===== src/sv/chs_pkg.sv =====
// ----------------------------------------------------------------------------
// chs_pkg: shared types and constants for the chained hash set
// Table geometry, derived widths, result status codes and the command and
// status bundles that join the controller to the datapath.
// ----------------------------------------------------------------------------
package chs_pkg;

  // Table geometry
  localparam int MAX_BUCKETS      = 1024;
  localparam int SLOTS_PER_BUCKET = 8;
  localparam int MIN_BUCKETS      = 4;

  // Derived widths
  localparam int BKT_W       = $clog2(MAX_BUCKETS);
  localparam int CNT_W       = $clog2(MAX_BUCKETS) + 1;
  localparam int SLOT_W      = $clog2(SLOTS_PER_BUCKET);
  localparam int FILL_W      = $clog2(SLOTS_PER_BUCKET + 1);
  localparam int SLOT_ADDR_W = BKT_W + SLOT_W;
  localparam int SLOT_DEPTH  = MAX_BUCKETS * SLOTS_PER_BUCKET;
  localparam int KEY_W       = 31;
  localparam int DATA_W      = 32;

  // Remainder unit: dividend bits retired per cycle
  localparam int DIV_BITS  = 4;
  localparam int DIV_ITER  = (KEY_W + DIV_BITS - 1) / DIV_BITS;
  localparam int DVD_W     = DIV_ITER * DIV_BITS;
  localparam int DIV_CNT_W = $clog2(DIV_ITER);

  // Result status codes
  localparam logic [2:0] ST_INSERTED = 3'd0;
  localparam logic [2:0] ST_PRESENT  = 3'd1;
  localparam logic [2:0] ST_FULL     = 3'd2;
  localparam logic [2:0] ST_NEGATIVE = 3'd3;
  localparam logic [2:0] ST_LOOKUP   = 3'd4;

  // Opcodes
  localparam logic OP_INSERT = 1'b0;
  localparam logic OP_LOOKUP = 1'b1;

  // Controller to datapath commands
  typedef struct packed {
    logic clear_en;
    logic load;
    logic div_step;
    logic fill_rd;
    logic scan_step;
    logic update;
    logic out_load;
  } chs_cmd_t;

  // Datapath to controller status
  typedef struct packed {
    logic clear_last;
    logic key_neg;
    logic div_last;
    logic scan_done;
    logic out_free;
  } chs_sts_t;

endpackage


===== src/sv/chs_ctrl.sv =====
// ----------------------------------------------------------------------------
// chs_ctrl: sequencing for the chained hash set
// Clears the fill counts after reset, then walks each word through remainder,
// fill read, bucket scan, table update (none for a negative key) and hand-off.
// ----------------------------------------------------------------------------
module chs_ctrl
  import chs_pkg::*;
(
  input  logic     clk,
  input  logic     rst,
  input  logic     in_valid,
  output logic     in_stall,
  input  chs_sts_t sts,
  output chs_cmd_t cmd
);

  typedef enum logic [6:0] {
    S_CLEAR  = 7'b0000001,
    S_IDLE   = 7'b0000010,
    S_DIV    = 7'b0000100,
    S_FILL   = 7'b0001000,
    S_SCAN   = 7'b0010000,
    S_UPDATE = 7'b0100000,
    S_HOLD   = 7'b1000000
  } state_t;

  state_t state;
  state_t state_next;

  // Hold state; restart with the clearing pass
  always_ff @(posedge clk) begin
    if (rst) begin
      state <= S_CLEAR;
    end else begin
      state <= state_next;
    end
  end

  // Decode state into commands and pick the next state
  always_comb begin
    cmd        = '0;
    state_next = state;
    in_stall   = 1'b1;
    unique case (state)
      S_CLEAR: begin
        cmd.clear_en = 1'b1;
        if (sts.clear_last) begin
          state_next = S_IDLE;
        end
      end
      S_IDLE: begin
        in_stall = 1'b0;
        if (in_valid) begin
          cmd.load   = 1'b1;
          state_next = sts.key_neg ? S_HOLD : S_DIV;
        end
      end
      S_DIV: begin
        cmd.div_step = 1'b1;
        if (sts.div_last) begin
          state_next = S_FILL;
        end
      end
      S_FILL: begin
        cmd.fill_rd = 1'b1;
        state_next  = S_SCAN;
      end
      S_SCAN: begin
        cmd.scan_step = 1'b1;
        if (sts.scan_done) begin
          state_next = S_UPDATE;
        end
      end
      S_UPDATE: begin
        cmd.update = 1'b1;
        state_next = S_HOLD;
      end
      S_HOLD: begin
        if (sts.out_free) begin
          cmd.out_load = 1'b1;
          state_next   = S_IDLE;
        end
      end
      default: begin
        state_next = S_CLEAR;
      end
    endcase
  end

endmodule


===== config.mk =====
export PLATFORM = sky130hd
export DESIGN_NAME = chs_ctrl
export DESIGN_NICKNAME = d
export VERILOG_FILES = /design/src/sv/chs_pkg.sv /design/src/sv/chs_ctrl.sv
export SDC_FILE = /design/constraint.sdc
export NUM_CORES = 1
export LEC_CHECK = 0
export BUFFER_PORTS_ARGS = -buffer_cell sky130_fd_sc_hd__buf_4
export CELL_PAD_IN_SITES_DETAIL_PLACEMENT = 1
export CELL_PAD_IN_SITES_GLOBAL_PLACEMENT = 1
export CORE_UTILIZATION = 33
export DETAILED_ROUTE_END_ITERATION = 8
export PLACE_DENSITY = 0.76
export SETUP_SLACK_MARGIN = 0.15
export SYNTH_ARGS = -nofsm -noshare
export SYNTH_HDL_FRONTEND = slang
export SYNTH_SLANG_ARGS = --single-unit

===== constraint.sdc =====
create_clock -name clk -period 1.2 [get_ports clk]
set_input_delay 0 -clock clk [delete_from_list [all_inputs] [get_ports clk]]
set_output_delay 0 -clock clk [all_outputs]
set_load 0.05 [all_outputs]

==> summary.md, run 1 <==
| Metric | Value |
|---|---|
| Initial Utilization | `35.3%` |
| Mapped Area | `617 um^2` |
| Hpwl dp | `1550 um` |
| Syn_nets | `84` |
| Top post-synthesis cells by area | `dfxtp_1 (23%), nor2_1 (5.5%), nor3_1 (4.1%), nor3b_2 (4.1%), nor4b_4 (3.9%)` |
| Largest net degree at the start of global routing | `12` |
| Placed Area | `892 um^2` |
| Synth Flop Type | `dfxtp_1` |
| Initial antenna violation count | `0` |
| Port bufs | `15` |
| Status | `aborted with a tool error` |
| Total I/O pin count | `16` |
| H-tree lvl count | `1` |
| Placer Congestion | `0.864` |
| Die width | `45.2 um` |
| Flops & latches, synth | `7` |
| Syn Area/Cell | `8.12 um^2` |
| Halt Stage | `global routing` |
| Cell type with the largest total area after synthesis | `dfxtp_1` |
| EDFF count, synth | `0` |
| First Error | `[ERROR DPL-0033] detailed placement checks failed during check placement.` |
| Yosys top cell area share | `22.7%` |
| Clock buffers created by TritonCTS | `3` |
| Seq/Total Area, Yosys | `22.7%` |
| Max Root-Sink Buffers | `2` |
| Synth unique cells | `37` |
| GRT repair_timing worst endpoint | `cmd[0]` |
| WEP type | `output port` |
| Die height | `45.2 um` |
| Clk root buf | `clkbuf_4` |
| Asr flop ratio synth | `0%` |
| YS warnings | `0` |
| CTS sink count | `7` |
| Row cnt | `15` |
| Synth Instances | `76` |
stage by stage:
step	worst slack, ns	cells
3_3_place_gp	-0.262	127
4_1_cts	-0.395	143
2_1_floorplan	-0.243	76
3_5_place_dp	-0.256	127
cell usage after synthesis (2+ instances only):
cell type and n:
dfxtp_1 7, o21ai_0 2, nor3b_2 2, buf_2 2, nor2_1 9, nor3b_1 2
nor3_1 5, nand2b_1 3, a21oi_1 3, nand2_1 5, buf_4 2, inv_1 3
and4_1 2, nand3_1 3, and3_1 2, nor2b_1 3
kinds of logic after synthesis:
logic type	Yosys count	share of synthesized area [%]
xor gates and xnor gates	2	2.84
buffers and inverters	9	8.31
AOI/OAI and AO/OA	11	12.2
DFF	7	22.7
and+or+nand+nor	45	50.5
muxes	2	3.45
what timing repair did:
action,4_1_cts
hold buffers,2
endpoints found under the hold margin,3
endpoints found under the setup margin,15
pin swaps,15
resized for setup,34
setup buffers,10
==> run 2, diff against run 1 <==
==> config.mk (replaced) <==
export PLATFORM = sky130hd
export DESIGN_NAME = chs_ctrl
export DESIGN_NICKNAME = d
export VERILOG_FILES = /design/src/sv/chs_pkg.sv /design/src/sv/chs_ctrl.sv
export SDC_FILE = /design/constraint.sdc
export NUM_CORES = 1
export LEC_CHECK = 0
export BUFFER_PORTS_ARGS = -buffer_cell sky130_fd_sc_hd__buf_4
export CORE_AREA = 2 2 63 65
export DETAILED_ROUTE_END_ITERATION = 8
export DIE_AREA = 0 0 65 67
export PLACE_DENSITY_LB_ADDON = 0.15
export SYNTH_ARGS = -nofsm -noshare
export SYNTH_HDL_FRONTEND = slang
export SYNTH_SLANG_ARGS = --single-unit
==> constraint.sdc (replaced) <==
create_clock -name clk -period 1.6 [get_ports clk]
set_input_delay 0 -clock clk [delete_from_list [all_inputs] [get_ports clk]]
set_output_delay 0 -clock clk [all_outputs]
set_load 0.05 [all_outputs]
==> run 2 against run 1 <==
Effect of this change: the flow now finishes without violations; synthesized cell count unchanged; synthesized area unchanged.
==> summary.md, run 2 <==
| Metric | Value |
|---|---|
| Final hold vios | `0` |
| FF-to-FF Start | `state[2]` |
| Tightest Pin Transition | `0.355 ns` |
| Maximum clock frequency | `0.661 GHz` |
| DR WL/cell | `12.9 um` |
| Worst Reg-to-Reg Cells | `5` |
| Fin crit share | `94.5%` |
| Post-Layout Cell Count | `146` |
| Clk root buf | `clkbuf_8 (was clkbuf_4)` |
| Number of DRC markers in iteration 0 | `18` |
| Top Registers | `state x7` |
| Die height | `67 um (was 45.2 um)` |
| Yosys top cell area share | `22.7% (unchanged)` |
| Final setup fails | `0` |
| Worst slew margin | `76.3%` |
| Tmin final | `1.51 ns` |
| DRC | `0` |
| Largest net degree at the start of global routing | `10` |
| Placer Congestion | `0.715 (was 0.864)` |
| Worst hold path startpoint | `sts[2]` |
| Via count | `642` |
| First-pass GRT wire length | `2970 um` |
| Flops & latches, synth | `7 (unchanged)` |
| Syn_nets | `84 (unchanged)` |
| Mapped Area | `617 um^2 (unchanged)` |
| Leading cell types by count after synthesis | `nor2_1 (9), dfxtp_1 (7), nand2_1 (5), nor3_1 (5) (unchanged)` |
| Cell with the most instances after synthesis | `nor2_1 (unchanged)` |
| Cell type with the largest total area after synthesis | `dfxtp_1 (unchanged)` |
| Cell mode on critical path | `buf_4` |
| Synth Instances | `76 (unchanged)` |
| Critical path class | `flip-flop to primary output` |
| PD cells | `905 mW/mm^2` |
| CTS sink count | `7 (unchanged)` |
| YS warnings | `0 (unchanged)` |
| Filler cells | `423` |
| Number of global-route vias before repair | `624` |
| EDFF count, synth | `0 (unchanged)` |
| Clock buffers created by TritonCTS | `3 (unchanged)` |
| Clock transition at the registers of the reported paths | `0.04 ns` |
| CP Max Fanout | `9` |
| Status | `complete, no violations (was aborted with a tool error)` |
| Synth Flop Type | `dfxtp_1 (unchanged)` |
| Most common cell after layout, fill and taps aside | `buf_4` |
| Synthesis-to-layout area growth | `41.6%` |
| Top post-synthesis cells by area | `dfxtp_1 (23%), nor2_1 (5.5%), nor3_1 (4.1%), nor3b_2 (4.1%), nor4b_4 (3.9%) (unchanged)` |
| 1st-pass router iterations | `5` |
| Initial antenna violation count | `0` |
| Max-Cap Viols | `0` |
| Nets | `107` |
| Number of hold buffers added after cts | `0 (was 2)` |
| Ant diodes | `0` |
| Synth unique cells | `37 (unchanged)` |
| Layout cells sized above 1 | `41.8%` |
| Overflow after GRT | `0` |
| Power Total | `0.791 mW` |
| Max IR drop VDD | `0.000173 V` |
| Post-route ant nets | `0` |
| Total wire length | `1880 um` |
| Syn Area/Cell | `8.12 um^2 (unchanged)` |
| Core area | `0.00361 mm^2` |
| H-tree lvl count | `1 (unchanged)` |
| Skew-Pair Late Insertion Delay | `0.23 ns` |
| Slew Limit Fails | `0` |
| Req. time, crit path | `1.60 ns` |
| Die area | `0.00436 mm^2` |
| Largest register FFs | `7` |
| CP endpoint kind | `primary output` |
| RSZ-0062 raised after global routing | `false` |
| Placed Cells | `141 (was 127)` |
| Total I/O pin count | `16 (unchanged)` |
| Worst Hold Class | `input port to flip-flop` |
| Hpwl dp | `1440 um (was 1550 um)` |
| Multi-input gate area in the final layout | `429 um^2` |
| Hold path endpoint | `state[3]` |
| Max Root-Sink Buffers | `2 (unchanged)` |
| Port bufs | `15 (unchanged)` |
| Row cnt | `22 (was 15)` |
| Static leakage | `0.363 nW` |
| Asr flop ratio synth | `0% (unchanged)` |
| Die width | `65 um (was 45.2 um)` |
| Slowest CP cell | `dfxtp_1` |
| All-Layer GR Usage | `9.33%` |
| Most flop-heavy register | `state` |
| Vias/cell | `4.40` |
| Most frequent cells in the layout | `buf_4 (23), nor2_1 (8), nand2_1 (5), nor3_1 (5), dfxtp_1 (4)` |
| Worst hold stages | `3` |
| Critical Path, Cell by Cell | `nor3_2, buf_4, and4b_2, buf_4` |
| Arrival time worst endpoint | `1.51 ns` |
| R2r setup slk | `0.10 ns` |
| Reg2reg end | `state[0]` |
| Worst Setup Start Kind | `flip-flop` |
| Register area | `144 um^2` |
| Clock Skews | `0.00503 ns` |
| CP max stage delay | `0.40 ns` |
| CTS tree | `yes` |
| Seq/Total Area, Yosys | `22.7% (unchanged)` |
| Initial Utilization | `17.1% (was 35.3%)` |
[run 2: cell counts after synthesis]
No cell type changed its count.
[run 2: per-stage QoR]
stage          setup WS [ns]  hold slack (ns)  instance area, um^2  TNS [ns]  util, %
2_1_floorplan        -0.0137            0.118                  621   -0.0137        -
3_3_place_gp          0.0915            0.256                  813         0     22.6
3_5_place_dp           0.122            0.252                  813         0     22.6
4_1_cts              0.00897          0.00448                  872         0     24.2
5_1_grt               0.0145           0.0188                  873         0     24.2
6_report              0.0880          0.00821                  873         0     24.2
[run 2: layer usage]
metal / vias to the layer above / global-route usage [%] / routed length, um
li1: 318 / - / -
met1: 303 / 10.5 / 833
met4: 0 / 6.38 / 54
met3: 5 / 1.52 / 67
met2: 16 / 16.1 / 926
met5: - / 0 / 0
[run 2: kinds of logic (layout without fill, tap and decap cells)]
kind of cell           Yosys count  count (layout)  share of synthesized area (%)
flip-flops                       7               7                           22.7
XOR/XNOR                         2               2                           2.84
multiplexers                     2               2                           3.45
AO/OA/AOI/OAI                   11              11                           12.2
buffers and inverters            9              31                           8.31
AND/OR/NAND/NOR                 45              45                           50.5
[run 2: final cells by class]
cell class                      instances  area share [%]
Multi-Input combinational cell         60            49.1
Sequential cell                         7            16.5
Inverter                                3            1.29
Tap cell                               48            6.88
Clock buffer                            4            5.16
Timing Repair Buffer                   24            21.1
[run 2: critical path, delay by kind of cell (launching register included)]
kind | cells | cell delay, ns
DFF | 1 | 0.40
buffers and inverters | 2 | 0.37
and+or+nand+nor | 2 | 0.51
[run 2: worst max path at each step]
stage / slack (ns) / end / startpoint / depth (start not counted)
2_1_floorplan: -0.01 / state[2] / state[1] / 5
3_3_place_gp: 0.09 / state[4] / state[4] / 4
3_5_place_dp: 0.12 / state[0] / state[2] / 4
4_1_cts: 0.009 / state[0] / state[2] / 5
5_1_grt: 0.01 / state[0] / state[2] / 5
6_report: 0.09 / cmd[3] / state[4] / 4
[run 2: power by group]
part	switching, mW	total, mW	internal [mW]
Sequential	0.0357	0.225	0.190
Clock	0.0867	0.260	0.173
Combinational	0.162	0.305	0.143
Total	0.285	0.791	0.506
[run 2: timing repair]
item | CTS | global route
pin swaps | 1 | 1
buffers inserted | 1 | 0
resized for setup | 3 | 1
setup endpoints to repair | 1 | 3
cloned | 0 | 0
Power figures use the tool's default switching activity.
